`src/q4dot_pkg.sv`:
```
// Shared types and constants for the Q4 block dot product.
`default_nettype none
package q4dot_pkg;

    // Block geometry: 32 weights per block, split over four lanes
    localparam int unsigned BLOCK_SIZE     = 32;
    localparam int unsigned LANES          = 4;
    localparam int unsigned ACTS_PER_LANE  = BLOCK_SIZE / LANES;
    localparam int unsigned QBYTES_PER_LANE = ACTS_PER_LANE / 2;

    // Datapath widths
    localparam int unsigned ACT_W   = 8;
    localparam int unsigned NIB_W   = 4;
    localparam int unsigned WGT_W   = NIB_W + 1;
    localparam int unsigned LPROD_W = WGT_W + ACT_W;
    localparam int unsigned LANE_W  = 15;   // sum of 8 products of 5b x 8b signed
    localparam int unsigned DOT_W   = 17;   // sum of 32 products, |dot| <= 32768
    localparam int unsigned MANT_W  = 11;   // half mantissa with hidden bit
    localparam int unsigned PROD_W  = 28;   // signed mantissa x dot
    localparam int unsigned SHIFT_W = 5;
    localparam int unsigned ACC_W   = 64;

    // Half-precision field codes
    localparam logic [4:0]         EXP_ALL_ONES = 5'h1F;
    localparam logic [4:0]         EXP_ZERO     = 5'h00;
    localparam logic signed [WGT_W-1:0] NIB_BIAS = 5'sd8;

    // Saturation limits of the row sum
    localparam logic [ACC_W-1:0] ACC_MAX = {1'b0, {(ACC_W-1){1'b1}}};
    localparam logic [ACC_W-1:0] ACC_MIN = {1'b1, {(ACC_W-1){1'b0}}};

    // Input word: one quantized weight block with its activations
    typedef struct packed {
        logic [15:0] scale_half;
        logic [63:0] quant_bytes_low;
        logic [63:0] quant_bytes_high;
        logic [63:0] acts_a;
        logic [63:0] acts_b;
        logic [63:0] acts_c;
        logic [63:0] acts_d;
        logic        row_end;
    } t_in_word;

    // Output word: one finished row
    typedef struct packed {
        logic signed [63:0] row_sum;
        logic               saturated;
        logic               bad_scale;
    } t_out_word;

    // Per-lane partial sums
    typedef logic [LANES-1:0][LANE_W-1:0] t_lane_vec;

    // Decoded scale and row control, first pipeline stage
    typedef struct packed {
        logic [MANT_W-1:0]  mant;
        logic [SHIFT_W-1:0] shift;
        logic               sign;
        logic               bad;
        logic               row_end;
    } t_blk_ctl;

    // Scaled product and row control, second pipeline stage
    typedef struct packed {
        logic signed [PROD_W-1:0] prod;
        logic [SHIFT_W-1:0]       shift;
        logic                     sign;
        logic                     bad;
        logic                     row_end;
    } t_prod_ctl;

endpackage
`default_nettype wire

```
`src/q4dot_merge.sv`:
```
// Merge stage: adds the lane sums into the block dot and scales it by the mantissa.
`default_nettype none
module q4dot_merge (
    input  wire logic                 i_clk,
    input  wire logic                 i_rst_n,
    input  wire logic                 i_en,
    input  wire logic                 i_valid,
    input  wire q4dot_pkg::t_lane_vec i_lanes,
    input  wire q4dot_pkg::t_blk_ctl  i_ctl,
    output logic                      o_valid,
    output q4dot_pkg::t_prod_ctl      o_prod
);

    logic                 r_valid;
    q4dot_pkg::t_prod_ctl r_prod;
    q4dot_pkg::t_prod_ctl n_prod;

    // Lane sum tree and the single mantissa multiply
    always_comb begin
        logic signed [q4dot_pkg::DOT_W-1:0] dot;
        dot = '0;
        for (int k = 0; k < int'(q4dot_pkg::LANES); k++) begin
            dot = dot + q4dot_pkg::DOT_W'($signed(i_lanes[k]));
        end
        n_prod.prod    = $signed({1'b0, i_ctl.mant}) * dot;
        n_prod.shift   = i_ctl.shift;
        n_prod.sign    = i_ctl.sign;
        n_prod.bad     = i_ctl.bad;
        n_prod.row_end = i_ctl.row_end;
    end

    // Stage valid
    always_ff @(posedge i_clk) begin
        if (!i_rst_n) begin
            r_valid <= 1'b0;
        end else if (i_en) begin
            r_valid <= i_valid;
        end
    end

    // Stage payload
    always_ff @(posedge i_clk) begin
        if (i_en) begin
            r_prod <= n_prod;
        end
    end

    assign o_valid = r_valid;
    assign o_prod  = r_prod;

endmodule
`default_nettype wire

```
`config.mk`:
```
export PLATFORM = sky130hd
export DESIGN_NAME = q4dot_merge
export DESIGN_NICKNAME = d
export VERILOG_FILES = /design/src/q4dot_pkg.sv /design/src/q4dot_merge.sv
export SDC_FILE = /design/constraint.sdc
export NUM_CORES = 1
export LEC_CHECK = 0
export ABC_CLOCK_PERIOD_IN_PS = 8600
export BUFFER_PORTS_ARGS = -buffer_cell sky130_fd_sc_hd__buf_2
export CAP_MARGIN = 30
export CORE_MARGIN = 3
export CORE_UTILIZATION = 40
export CTS_CLUSTER_DIAMETER = 30
export DETAILED_ROUTE_END_ITERATION = 10
export GPL_TIMING_DRIVEN = 0
export SYNTH_ARGS = -nofsm -noshare
export SYNTH_HDL_FRONTEND = slang
export SYNTH_SLANG_ARGS = --single-unit
export TNS_END_PERCENT = 30
```
`constraint.sdc`:
```
create_clock -name i_clk -period 8.6 [get_ports i_clk]
set_input_delay 0.43 -clock i_clk [delete_from_list [all_inputs] [get_ports i_clk]]
set_output_delay 0.43 -clock i_clk [all_outputs]
set_load 0.02 [all_outputs]
```
Word-level counts from Yosys, hierarchy flattened
Index checks and enable logic that the tools add are counted.
- add/subtract/negate cells: 3
- multipliers: 1
- divide/modulo/power cells: 0
- $lt $le $gt $ge: 0
- eq/ne operators: 0
- shifts and indexed selects: 0
- mux-type cells: 0
- bitwise gates (word level): 0
- reduce and logical (&&, ||, !) cells: 0
- operators with widths (kind ; count):
    multiplier 12 x 17 -> 28 bit ; 1
    adder 16 x 15 -> 17 bit ; 1
    adder 17 x 15 -> 17 bit ; 1
    adder 15 x 15 -> 16 bit ; 1
- register bits: 37
- bits in latches: 0
- memory bits (writable): 0
- bits in read-only memories: 0
- input port bits: 83
- logic and storage cells: 10
- memories: 0

Logic depth before layout (Yosys ltp)
- word-level depth: 4
- depth in mapped cells: 34
- mapped depth without buffers: 32

Worst setup path before layout
No wires, ideal clock.
- path type: input-to-reg
- from: in i_lanes[1] (netlist name)
- to: reg r_prod, in the netlist o_prod[34], data pin
- library setup time: 260 ps
- arrival: 7590 ps
- data required time: 8340 ps
- setup slack: 749 ps
- stages on the path: 31
- buffers on the path: 1
- cells stage by stage: fa_1 inv_1 fa_1 inv_1 ha_1 inv_1 fa_1 nor2b_1 o21ai_1 a21oi_2 a41oi_1 a2111o_1 o211ai_2 buf_4 nand2_1 fa_1 inv_1 fa_1 fa_1 fa_1 inv_1 fa_1 inv_1 ha_1 and3_1 and3_4 and2_1 and3_1 a211oi_2 nand2b_1 mux2_4
- RTL lines (element ; line ; RTL):
    start, declared ; q4dot_merge.sv:8 ; input wire q4dot_pkg::t_lane_vec i_lanes,
    end signal, assigned ; q4dot_merge.sv:44 ; r_prod <= n_prod;
    end, declared ; q4dot_merge.sv:15 ; q4dot_pkg::t_prod_ctl r_prod;

==> run_results.csv <==
group,metric,value,unit
outcome,run_status,"complete, no violations",
placement,portBuffers,115,
global_routing,grt_pass1_wl,34.69,mm
timing,finalSetupViolCount,0,
logic_synthesis,synthFlopType,"edfxtp_1",
setup_path,critPathBufInv,8,
global_routing,grt_pass1_vias,7434,
global_routing,grt_use_met1,20.66,%
flow_run,cap_violations,0,
timing,slew_headroom,43.11,%
logic_synthesis,synthXorXnorAreaFrac,3.333,%
routing,vias_per_cell,4.773,
placement,gp_congestion,0.8512,
die,start_util,41.28,%
routing,dr_total_vias,6835,
setup_path,cpPeakStageDelay,0.55,ns
global_routing,gr-total-overflow,0,
logic_synthesis,synth_cell_types,61,
logic_synthesis,synth.avg_cell_area,9.497,um2
setup_path,crit_top_cell,"fa_1",
die,ios,120,
final_layout,final-seq-area,1101,um2
logic_synthesis,synth_top_family_by_area,"adder cells",
global_routing,grt_use_met2,30.68,%
setup_path,endpoint_kind,"flip-flop",
logic_synthesis,netlist_area,9459,um2
final_layout,fillers,2265,
clocking,cts_sinks,37,
logic_synthesis,synth_async_sr_flop_share,0,%
logic_synthesis,synth_edf_count,36,
clocking,cts-root-buf,"clkbuf_16",
clocking,numCtsBuffers,5,
clocking,clockBufferDepth,2,
clocking,cts_setup_buffers,0,
logic_synthesis,synth-simple-area-share,13.97,%
final_layout,multi_input_area,7318,um2
clocking,path_clk_slew,0.06,ns
setup_path,cpLargestDelayFamily,"adder cells",
clocking,htree_levels,2,
setup_path,crit_arrival,8.24,ns
logic_synthesis,synthMuxAreaShare,0.3704,%
final_layout,area_delta_synth_final,12.33,%
clocking,clock_insertion_delay_worst_skew,0.28,ns
die,die-area,25530,um2
routing,first_pass_iters,4,
global_routing,grt_max_degree,38,
final_layout,diodes,0,
die,die_h,159.8,um
min_path,min_path_type,"in2reg",
final_layout,utilization,46.37,%
die,core-area,22920,um2
clocking,cts_resized,0,
global_routing,top_usage_layer,"met2",
logic_synthesis,ys_seq_area_share,11.64,%
timing,holdWs,0.3222,ns
die,die_w,159.8,um
timing,final_hold_viol_count,0,
placement,hpwl,17.16,mm
setup_path,worst-setup-path-type,"in2reg",
timing,fin_crit_sh,95.42,%
logic_synthesis,yosys.area_share.adder,52.09,%
global_routing,antenna_found_initial,0,
timing,finalMaxSlewViolations,0,
routing,drt_iter0_drc,234,
logic_synthesis,synth_nets,1354,
clocking,hold_buffers,0,
global_routing,grt_usage,16.52,%
die,rows,55,
clocking,cts_tree,"done",
timing,fin_skew,0,ns
timing,tightest_slew,0.8533,ns
final_layout,fin_nets,1476,
logic_synthesis,yosys_warnings,0,
setup_path,setup.worst_path.start_class,"input port",
routing,wl_per_cell,13.76,um
logic_synthesis,netlist_instances,996,
timing,fmax,121.9,MHz
logic_synthesis,synth_compound_area_share,7.394,%
routing,ant_nets,0,
routing,wl,19.71,mm
routing,drc,0,
timing,rsz0062_at_grt,"no",
setup_path,slowest_stage,"fa_1",
setup_path,crit_required,8.63,ns
logic_synthesis,synth_seq_cells,37,
setup_path,crit_fanout,10,
final_layout,drive_above_1_share,13.76,%
global_routing,grt_use_met3,1.946,%
timing,period_needed,8.207,ns
worst register-to-register path, cell delays in order, from the launching register on:
cell	delay [ns]
dfxtp_1	0.30
mux2i_1	0.12
nor2b_1	0.06
through the flow:
stage	instance area, um2	setup TNS [ns]	std cells	worst slack, ns
2_1_floorplan	9459	0	996	0.7494
3_3_place_gp	10430	0	1424	0.0002256
3_5_place_dp	10430	-0.04428	1424	-0.04428
4_1_cts	10600	0	1432	0.2451
5_1_grt	10630	0	1432	0.02362
6_report	10630	0	1432	0.3935
per-layer routing:
metal | wire, um | share of wire [%]
met2 | 10460 | 53
met3 | 678 | 3.4
met5 | 0 | 0
met1 | 8199 | 42
met4 | 370 | 1.9
path summary, 6_finish.rpt:
kind / start / endpoint / slack, ns / cells past startpoint
worst min-delay path: i_ctl[0] / o_prod[0] / 0.32 / 1
worst max register to register: o_valid / o_valid / 8.00 / 2
worst min register to register: o_valid / o_valid / 0.53 / 2
worst max-delay path: i_lanes[1] / o_prod[34] / 0.39 / 32
layout by cell type, fill, tap and decap left out, types with 18 or more instances in the layout:
cell        n
nor2_1     18
ha_1       77
fa_1      198
xnor2_1    25
edfxtp_1   36
buf_2     121
clkbuf_1   25
nand2_1   120
inv_1     240
a21oi_1    29
and2_1     62
o21ai_0    23
cells by family after synthesis:
| kind of cell | after synthesis |
|---|---|
| fa+ha+maj | 275 |
| flops | 37 |
| xor+xnor | 36 |
| compound gates | 105 |
| simple gates | 263 |
| buf+inv | 277 |
| mux | 3 |
synthesized netlist by cell type (3+ instances only):
cell type,count,area (um2)
nor2_1,18,67.56
a211oi_1,3,22.52
xor2_1,11,96.34
o21ai_0,25,125.1
clkbuf_1,27,101.4
o21bai_1,3,22.52
ha_1,77,963.4
buf_2,6,30.03
fa_1,198,3964
a21o_1,14,105.1
nor2b_1,11,68.82
nand3_1,8,40.04
xnor2_1,25,219.0
nand2_1,120,450.4
nor3_1,3,15.01
a21oi_1,29,145.1
or2_2,3,18.77
and3_1,6,37.54
inv_1,240,900.9
o21a_1,4,30.03
a21boi_0,3,22.52
nand2b_1,14,87.58
and2_1,62,387.9
nand4_1,3,18.77
edfxtp_1,36,1081
flip-flops by register name, summed over array words and instances, names as in the netlist:
register / flops
o_valid: 1
o_prod: 36
final cells by class:
cell class / instances / area share (%)
multi-input combinational: 682 / 68.88
timing repair buffer: 115 / 5.417
sequential: 37 / 10.36
buffer: 37 / 1.519
tap: 313 / 3.686
clock inverter: 2 / 0.3533
clock buffer: 6 / 1.307
inverter: 240 / 8.479
Power is not shown: default switching activity piles up to over one toggle a cycle in this logic, so the estimate is an artifact.
