[src/q4dot_pkg.sv]
// Shared types and constants for the Q4 block dot product.
`default_nettype none
package q4dot_pkg;

    // Block geometry: 32 weights per block, split over four lanes
    localparam int unsigned BLOCK_SIZE     = 32;
    localparam int unsigned LANES          = 4;
    localparam int unsigned ACTS_PER_LANE  = BLOCK_SIZE / LANES;
    localparam int unsigned QBYTES_PER_LANE = ACTS_PER_LANE / 2;

    // Datapath widths
    localparam int unsigned ACT_W   = 8;
    localparam int unsigned NIB_W   = 4;
    localparam int unsigned WGT_W   = NIB_W + 1;
    localparam int unsigned LPROD_W = WGT_W + ACT_W;
    localparam int unsigned LANE_W  = 15;   // sum of 8 products of 5b x 8b signed
    localparam int unsigned DOT_W   = 17;   // sum of 32 products, |dot| <= 32768
    localparam int unsigned MANT_W  = 11;   // half mantissa with hidden bit
    localparam int unsigned PROD_W  = 28;   // signed mantissa x dot
    localparam int unsigned SHIFT_W = 5;
    localparam int unsigned ACC_W   = 64;

    // Half-precision field codes
    localparam logic [4:0]         EXP_ALL_ONES = 5'h1F;
    localparam logic [4:0]         EXP_ZERO     = 5'h00;
    localparam logic signed [WGT_W-1:0] NIB_BIAS = 5'sd8;

    // Saturation limits of the row sum
    localparam logic [ACC_W-1:0] ACC_MAX = {1'b0, {(ACC_W-1){1'b1}}};
    localparam logic [ACC_W-1:0] ACC_MIN = {1'b1, {(ACC_W-1){1'b0}}};

    // Input word: one quantized weight block with its activations
    typedef struct packed {
        logic [15:0] scale_half;
        logic [63:0] quant_bytes_low;
        logic [63:0] quant_bytes_high;
        logic [63:0] acts_a;
        logic [63:0] acts_b;
        logic [63:0] acts_c;
        logic [63:0] acts_d;
        logic        row_end;
    } t_in_word;

    // Output word: one finished row
    typedef struct packed {
        logic signed [63:0] row_sum;
        logic               saturated;
        logic               bad_scale;
    } t_out_word;

    // Per-lane partial sums
    typedef logic [LANES-1:0][LANE_W-1:0] t_lane_vec;

    // Decoded scale and row control, first pipeline stage
    typedef struct packed {
        logic [MANT_W-1:0]  mant;
        logic [SHIFT_W-1:0] shift;
        logic               sign;
        logic               bad;
        logic               row_end;
    } t_blk_ctl;

    // Scaled product and row control, second pipeline stage
    typedef struct packed {
        logic signed [PROD_W-1:0] prod;
        logic [SHIFT_W-1:0]       shift;
        logic                     sign;
        logic                     bad;
        logic                     row_end;
    } t_prod_ctl;

endpackage
`default_nettype wire

[src/q4dot_accum.sv]
// Row accumulator: exponent shift, sign, saturating add and the output register.
`default_nettype none
module q4dot_accum (
    input  wire logic                 i_clk,
    input  wire logic                 i_rst_n,
    input  wire logic                 i_en,
    input  wire logic                 i_valid,
    input  wire q4dot_pkg::t_prod_ctl i_prod,
    output logic                      o_valid,
    output q4dot_pkg::t_out_word      o_word
);

    logic [q4dot_pkg::ACC_W-1:0] r_acc;
    logic                        r_sat;
    logic                        r_bad;
    logic                        r_out_valid;
    q4dot_pkg::t_out_word        r_out;

    logic [q4dot_pkg::ACC_W-1:0] n_acc;
    logic                        n_sat;
    logic                        n_bad;

    // Contribution in units of 2^-24, then saturating add
    always_comb begin
        logic signed [q4dot_pkg::ACC_W-1:0] mag;
        logic signed [q4dot_pkg::ACC_W-1:0] contrib;
        logic [q4dot_pkg::ACC_W-1:0]        sum;
        logic                               ovf;
        mag     = q4dot_pkg::ACC_W'(i_prod.prod) << i_prod.shift;
        contrib = i_prod.sign ? -mag : mag;
        sum     = r_acc + contrib;
        ovf     = (r_acc[q4dot_pkg::ACC_W-1] == contrib[q4dot_pkg::ACC_W-1]) &&
                  (sum[q4dot_pkg::ACC_W-1] != contrib[q4dot_pkg::ACC_W-1]);
        if (ovf) begin
            n_acc = contrib[q4dot_pkg::ACC_W-1] ? q4dot_pkg::ACC_MIN : q4dot_pkg::ACC_MAX;
        end else begin
            n_acc = sum;
        end
        n_sat = r_sat | ovf;
        n_bad = r_bad | i_prod.bad;
    end

    // Row state; clears after the row's last block
    always_ff @(posedge i_clk) begin
        if (!i_rst_n) begin
            r_acc       <= '0;
            r_sat       <= 1'b0;
            r_bad       <= 1'b0;
            r_out_valid <= 1'b0;
        end else if (i_en) begin
            r_out_valid <= i_valid & i_prod.row_end;
            if (i_valid) begin
                if (i_prod.row_end) begin
                    r_acc <= '0;
                    r_sat <= 1'b0;
                    r_bad <= 1'b0;
                end else begin
                    r_acc <= n_acc;
                    r_sat <= n_sat;
                    r_bad <= n_bad;
                end
            end
        end
    end

    // Output word register
    always_ff @(posedge i_clk) begin
        if (i_en && i_valid && i_prod.row_end) begin
            r_out.row_sum   <= $signed(n_acc);
            r_out.saturated <= n_sat;
            r_out.bad_scale <= n_bad;
        end
    end

    assign o_valid = r_out_valid;
    assign o_word  = r_out;

endmodule
`default_nettype wire

[config.mk]
export PLATFORM = sky130hd
export DESIGN_NAME = q4dot_accum
export DESIGN_NICKNAME = d
export VERILOG_FILES = /design/src/q4dot_pkg.sv /design/src/q4dot_accum.sv
export SDC_FILE = /design/constraint.sdc
export NUM_CORES = 1
export LEC_CHECK = 0
export BUFFER_PORTS_ARGS = -buffer_cell sky130_fd_sc_hd__clkbuf_2
export CAP_MARGIN = 10
export CORE_ASPECT_RATIO = 1.5
export CORE_UTILIZATION = 50
export CTS_BUF_LIST = sky130_fd_sc_hd__clkbuf_8
export DETAILED_ROUTE_END_ITERATION = 6
export PLACE_DENSITY_LB_ADDON = 0.05
export SLEW_MARGIN = 20
export SYNTH_ARGS = -nofsm -noshare
export SYNTH_HDL_FRONTEND = slang
export SYNTH_SLANG_ARGS = --single-unit
[constraint.sdc]
create_clock -name i_clk -period 11.35 [get_ports i_clk]
set_input_delay 2.27 -clock i_clk [delete_from_list [all_inputs] [get_ports i_clk]]
set_output_delay 2.27 -clock i_clk [all_outputs]
set_load 0.005 [all_outputs]
# [Word level (Yosys, flattened, before mapping)]
# Cells that the tools add are included.
[totals] latchBits=0 mem_bits_rw=0 inputBits=40 memories=0 ff_bits=133 output_inout_bits=67 rom_bits=0
[op_classes] div=0 shift=1 n_eq_ne=2 n_addsub=2 n_mul=0 n_lt_le_gt_ge=0 muxes=6 bitwise_logic=3 n_reduce_logical=4
[op_table] cell="64-bit 2-to-1 mux" count=4
[op_table] cell="64-bit adder" count=1
[op_table] cell="64-bit negator" count=1
[op_table] cell="64-bit by 5-bit left shift with 64-bit output" count=1
[op_table] cell="1-bit logical AND" count=3
[op_table] cell="1-bit 2-to-1 mux" count=2
[op_table] cell="1-bit bitwise OR" count=2
[op_table] cell="2-bit AND reduction" count=1
[op_table] cell="1-bit AND" count=1
[op_table] cell="1-bit equality test" count=1
[op_table] cell="1-bit != test" count=1

# [Depth between registers and ports, before layout]
[logic_depth] word_depth=8 mapped_depth=30 mapped_depth_nobuf=21

# [Worst setup path before layout]
# OpenSTA, ideal clock, no wires.
[synth_path] path_kind="input port to flip-flop" startpoint="in i_prod[5] (netlist name)" endpoint="reg r_out (netlist bit o_word[56]), data pin" t_arrival_ns=8.165 path_slack_ns=2.914 cell_stages=27 required_time_ns=11.080 path_buffers=7 setup_time_ns=0.270 path_cell_list="inv_1 > buf_1 > clkbuf_1 > buf_1 > clkbuf_1 > mux2i_1 > nand2_1 > o32a_1 > o41ai_1 > nor2b_1 > nand4_1 > o21ai_0 > xnor2_1 > ha_1 > clkbuf_1 > nand4_1 > or4_1 > nand2b_1 > o21ai_0 > o21a_1 > o21ai_0 > a21bo_2 > a211oi_1 > or2_2 > clkbuf_1 > clkbuf_1 > o21ai_0"
[synth_via] elab_chain_len=7 word_cells_on_any_way=9
[synth_rtl] item="start, declared" line="q4dot_accum.sv:8" rtl="input wire q4dot_pkg::t_prod_ctl i_prod,"
[synth_rtl] item="64-bit by 5-bit left shift with 64-bit output *" line="q4dot_accum.sv:29" rtl="mag = q4dot_pkg::ACC_W'(i_prod.prod) << i_prod.shift;"
[synth_rtl] item="64-bit negator" line="q4dot_accum.sv:30" rtl="contrib = i_prod.sign ? -mag : mag;"
[synth_rtl] item="64-bit 2-to-1 mux *" line="q4dot_accum.sv:30"
[synth_rtl] item="64-bit adder" line="q4dot_accum.sv:31" rtl="sum = r_acc + contrib;"
[synth_rtl] item="1-bit != test" line="q4dot_accum.sv:33" rtl="(sum[q4dot_pkg::ACC_W-1] != contrib[q4dot_pkg::ACC_W-1]);"
[synth_rtl] item="1-bit logical AND" line="q4dot_accum.sv:32" rtl="ovf = (r_acc[q4dot_pkg::ACC_W-1] == contrib[q4dot_pkg::ACC_W-1]) &&"
[synth_rtl] item="64-bit 2-to-1 mux *" line="q4dot_accum.sv:34" rtl="if (ovf) begin"
[synth_rtl] item="via n_acc (one bit)" line="q4dot_accum.sv:19" rtl="logic [q4dot_pkg::ACC_W-1:0] n_acc;"
[synth_rtl] item="end, declared" line="q4dot_accum.sv:17" rtl="q4dot_pkg::t_out_word r_out;"
# The timed path passes the listed nets; every way through them passes the cells marked *.
# A chain may end at the register's enable or synchronous reset.

# [Worst setup path after layout]
[layout_path] startpoint="in i_prod[3] (netlist name)" endpoint="reg r_acc[47] (netlist name)"
[layout_via] elab_chain_len=8 word_cells_on_any_way=10
[layout_rtl] item="64-bit by 5-bit left shift with 64-bit output *" line="q4dot_accum.sv:29"
[layout_rtl] item="64-bit negator" line="q4dot_accum.sv:30"
[layout_rtl] item="64-bit 2-to-1 mux *" line="q4dot_accum.sv:30"
[layout_rtl] item="64-bit adder" line="q4dot_accum.sv:31"
[layout_rtl] item="1-bit != test" line="q4dot_accum.sv:33"
[layout_rtl] item="1-bit logical AND" line="q4dot_accum.sv:32"
[layout_rtl] item="64-bit 2-to-1 mux *" line="q4dot_accum.sv:34"
[layout_rtl] item="64-bit 2-to-1 mux *" line="q4dot_accum.sv:53" rtl="if (i_prod.row_end) begin"
[layout_rtl] item="end signal, assigned" line="q4dot_accum.sv:58" rtl="r_acc <= n_acc;"
[layout_rtl] item="end, declared" line="q4dot_accum.sv:13" rtl="logic [q4dot_pkg::ACC_W-1:0] r_acc;"
# Every way passes the cells marked *; elsewhere a longest branch is shown, timed or not.

==> flow_metrics.tcl <==
set metrics [dict create \
    worst_pin_slew_ps 950 \
    fin_setup_tns_ps 0 \
    synth_area_leaders "edfxtp_1, dfxtp_1, o21ai_0" \
    skew_ps 16.3 \
    hold_buffers 0 \
    synthesis.area_um2 13700 \
    cts_tree "done" \
    status "complete, but fails checks" \
    ys_seq_area_share_pct 24.2 \
    globalplace.congestion 0.987 \
    vdd_drop_max_mv 0.113 \
    rsz0062_at_grt "false" \
    synth_ff_type "dfxtp_1" \
    syn-num-nets 1781 \
    hp-class "register to register" \
    async_flop_share_pct 0 \
    cts_buffers 17 \
    cts.sinks 133 \
    hpwl_um 36300 \
    cts_resized 0 \
    crit_path_end_kind "register" \
    nFillCells 2574 \
    overflow 0 \
    finalPower_w 0.00174 \
    grt_pass1_vias 13300 \
    drtIter0Drc 1204 \
    maxSlewViolCount 0 \
    yosysWarnings 0 \
    drive_gt1_share_pct 15.2 \
    required_ps 11760 \
    slew_headroom_pct 35.0 \
    clock_latency_ps 500 \
    coreArea_um2 26800 \
    remaining_drc_errors 10 \
    die_x_um 137 \
    setup.worst_path.start_class "primary input" \
    post_cts.repair.setup_buffers 0 \
    nNetsFinal 1800 \
    dp_cells 2012 \
    initial_utilization_pct 51.2 \
    vias 13900 \
    wl_per_cell_um 23.5 \
    path_max_fanout 47 \
    portBuffers 106 \
    ant_nets 0 \
    fmax_ghz 0.101 \
    multiInputGateArea_um2 9640 \
    ios 107 \
    dr.pass1.iters 7 \
    fin_crit_ps 9900 \
    cp.arrival_ps 10310 \
    rows 73 \
    p_leak_nw 5.71 \
    htreeDepth 4 \
    ys_ff_latch 133 \
    seq_area_um2 3320 \
    clockBufferDepth 2 \
    powerDensity_nw_per_um2 118 \
    syn_inst 1675 \
    grt_max_degree 67 \
    synthDistinctLibCells 83 \
    reg2reg_setup_slack_ps 6560 \
    hold_ws_ps 475 \
    clk_pin_slew_ps 90 \
    stdcell_count 2044 \
    worst-setup-path-type "primary input to register" \
    grt_pass1_wl_um 74300 \
    die_h_um 205 \
    hold_violations 0 \
    diodes 0 \
    setup_violations 0 \
    max-cap-violations 0 \
    finalWirelength_um 48100 \
    antenna_found_initial 0 \
    die-area_um2 28100 \
    fin_crit_sh_pct 87.3 \
    synth_top_area_share_pct 14.5 \
    violations "DRC" \
    synth.avg_cell_area_um2 8.19 \
    fin_util_pct 55.0 \
    synth_edf_count 66 \
    synth_top_area_cell "edfxtp_1" \
    viasPerCell 6.79 \
    syn_to_final_growth_pct 7.39 \
    grt_usage_pct 34.6 \
    cts_root_buf "clkbuf_8" \
]
synth_stat cells (6+ instances only):
master     number
o21ai_0       170
nand2_1       137
a21oi_1       117
nor2_1        103
clkbuf_1       96
xnor2_1        74
dfxtp_1        67
o22ai_1        67
edfxtp_1       66
ha_1           65
a22oi_1        64
inv_1          42
nor3_1         41
a21o_1         38
nand3_1        38
xor2_1         33
mux2_2         32
mux2i_1        32
mux4_2         31
a31oi_1        29
nand4_1        21
o21bai_1       19
buf_1          17
o211ai_1       17
o31ai_1        16
or2_2          16
nand2b_1       15
nor2b_1        15
a211oi_1       14
and2_1         14
o21a_1         14
or3_1          12
and3_1          9
buf_6           8
nor4_1          8
o2111ai_1       8
mux4_1          6
o221ai_1        6
or4_1           6
per-stage QoR:
step                worst slack (ps)  area [µm²]
detailed placement              1040       14300
finish                          1450       14700
floorplan                       2910       13700
global route                    1100       14700
global placement                1180       14300
CTS                             1560       14700
layout make-up:
class | count | share of cell area [%]
Timing Repair Buffer | 131 | 4.96
Clock inverter | 14 | 1.28
Multi-Input combinational cell | 1366 | 65.5
Tap cell | 337 | 2.86
Sequential cell | 133 | 22.6
Inverter | 45 | 1.15
Clock buffer | 18 | 1.68
placed cells by master (no fill, tap or decap), types with 33 or more instances in the layout:
master | synthesis | layout
nand3_1 | 38 | 38
inv_1 | 42 | 41
xnor2_1 | 74 | 74
a21oi_1 | 117 | 117
edfxtp_1 | 66 | 66
a22oi_1 | 64 | 64
nor2_1 | 103 | 102
nand2_1 | 137 | 136
xor2_1 | 33 | 33
nor3_1 | 41 | 41
o22ai_1 | 67 | 67
a21o_1 | 38 | 38
ha_1 | 65 | 65
dfxtp_1 | 67 | 67
clkbuf_2 | 0 | 105
o21ai_0 | 170 | 170
worst max-delay path, cell delays in order:
cell	delay (ps)
buf_2	670
buf_12	260
mux2_1	400
mux4_2	460
mux4_2	490
nand2b_1	200
or3_1	410
nor4b_4	530
nand3_1	300
or4_1	490
a32oi_1	210
o21bai_1	140
ha_1	530
and3_1	280
nand2_1	100
nor3_1	310
o21ai_0	190
a21bo_2	280
and4_4	350
or3_2	760
buf_4	390
o22ai_1	220
layer usage:
layer | track usage [%] | vias to the layer above | part of all wire, %
met1 | 40.0 | 6581 | 38
met2 | 59.0 | 660 | 50
li1 | - | 6450 | -
met3 | 5.22 | 181 | 5.9
met5 | 0 | - | 0
met4 | 21.8 | 0 | 6.4
sequential cells by signal, summed over array words and instances, names as in the netlist:
name / count
o_valid: 1
o_word: 66
r_bad: 1
r_sat: 1
r_acc: 64
report_power, final:
part	switching (W)	leakage (nW)	internal [W]
logic	0.000464	4.34	0.000256
registers	0.0000126	1.15	0.000548
clock network	0.000226	0.216	0.000230
logic make-up (layout without fill, tap and decap cells):
logic type | Yosys count | count (layout) | synth area share, %
compound gates | 641 | 641 | 30.1
simple gates | 450 | 450 | 15.9
buf+inv | 176 | 208 | 5.60
flops | 133 | 133 | 24.2
xor+xnor | 107 | 107 | 6.84
mux | 102 | 102 | 11.3
fa+ha+maj | 66 | 66 | 6.08
final timing paths:
check | from | endpoint | cells past startpoint
max reg2reg | r_acc[0] | o_word[46] | 12
min reg2reg | r_sat | r_sat | 2
max | i_prod[3] | r_acc[47] | 22
min | r_sat | r_sat | 2
Note: power is estimated with default switching activity, not from simulation.
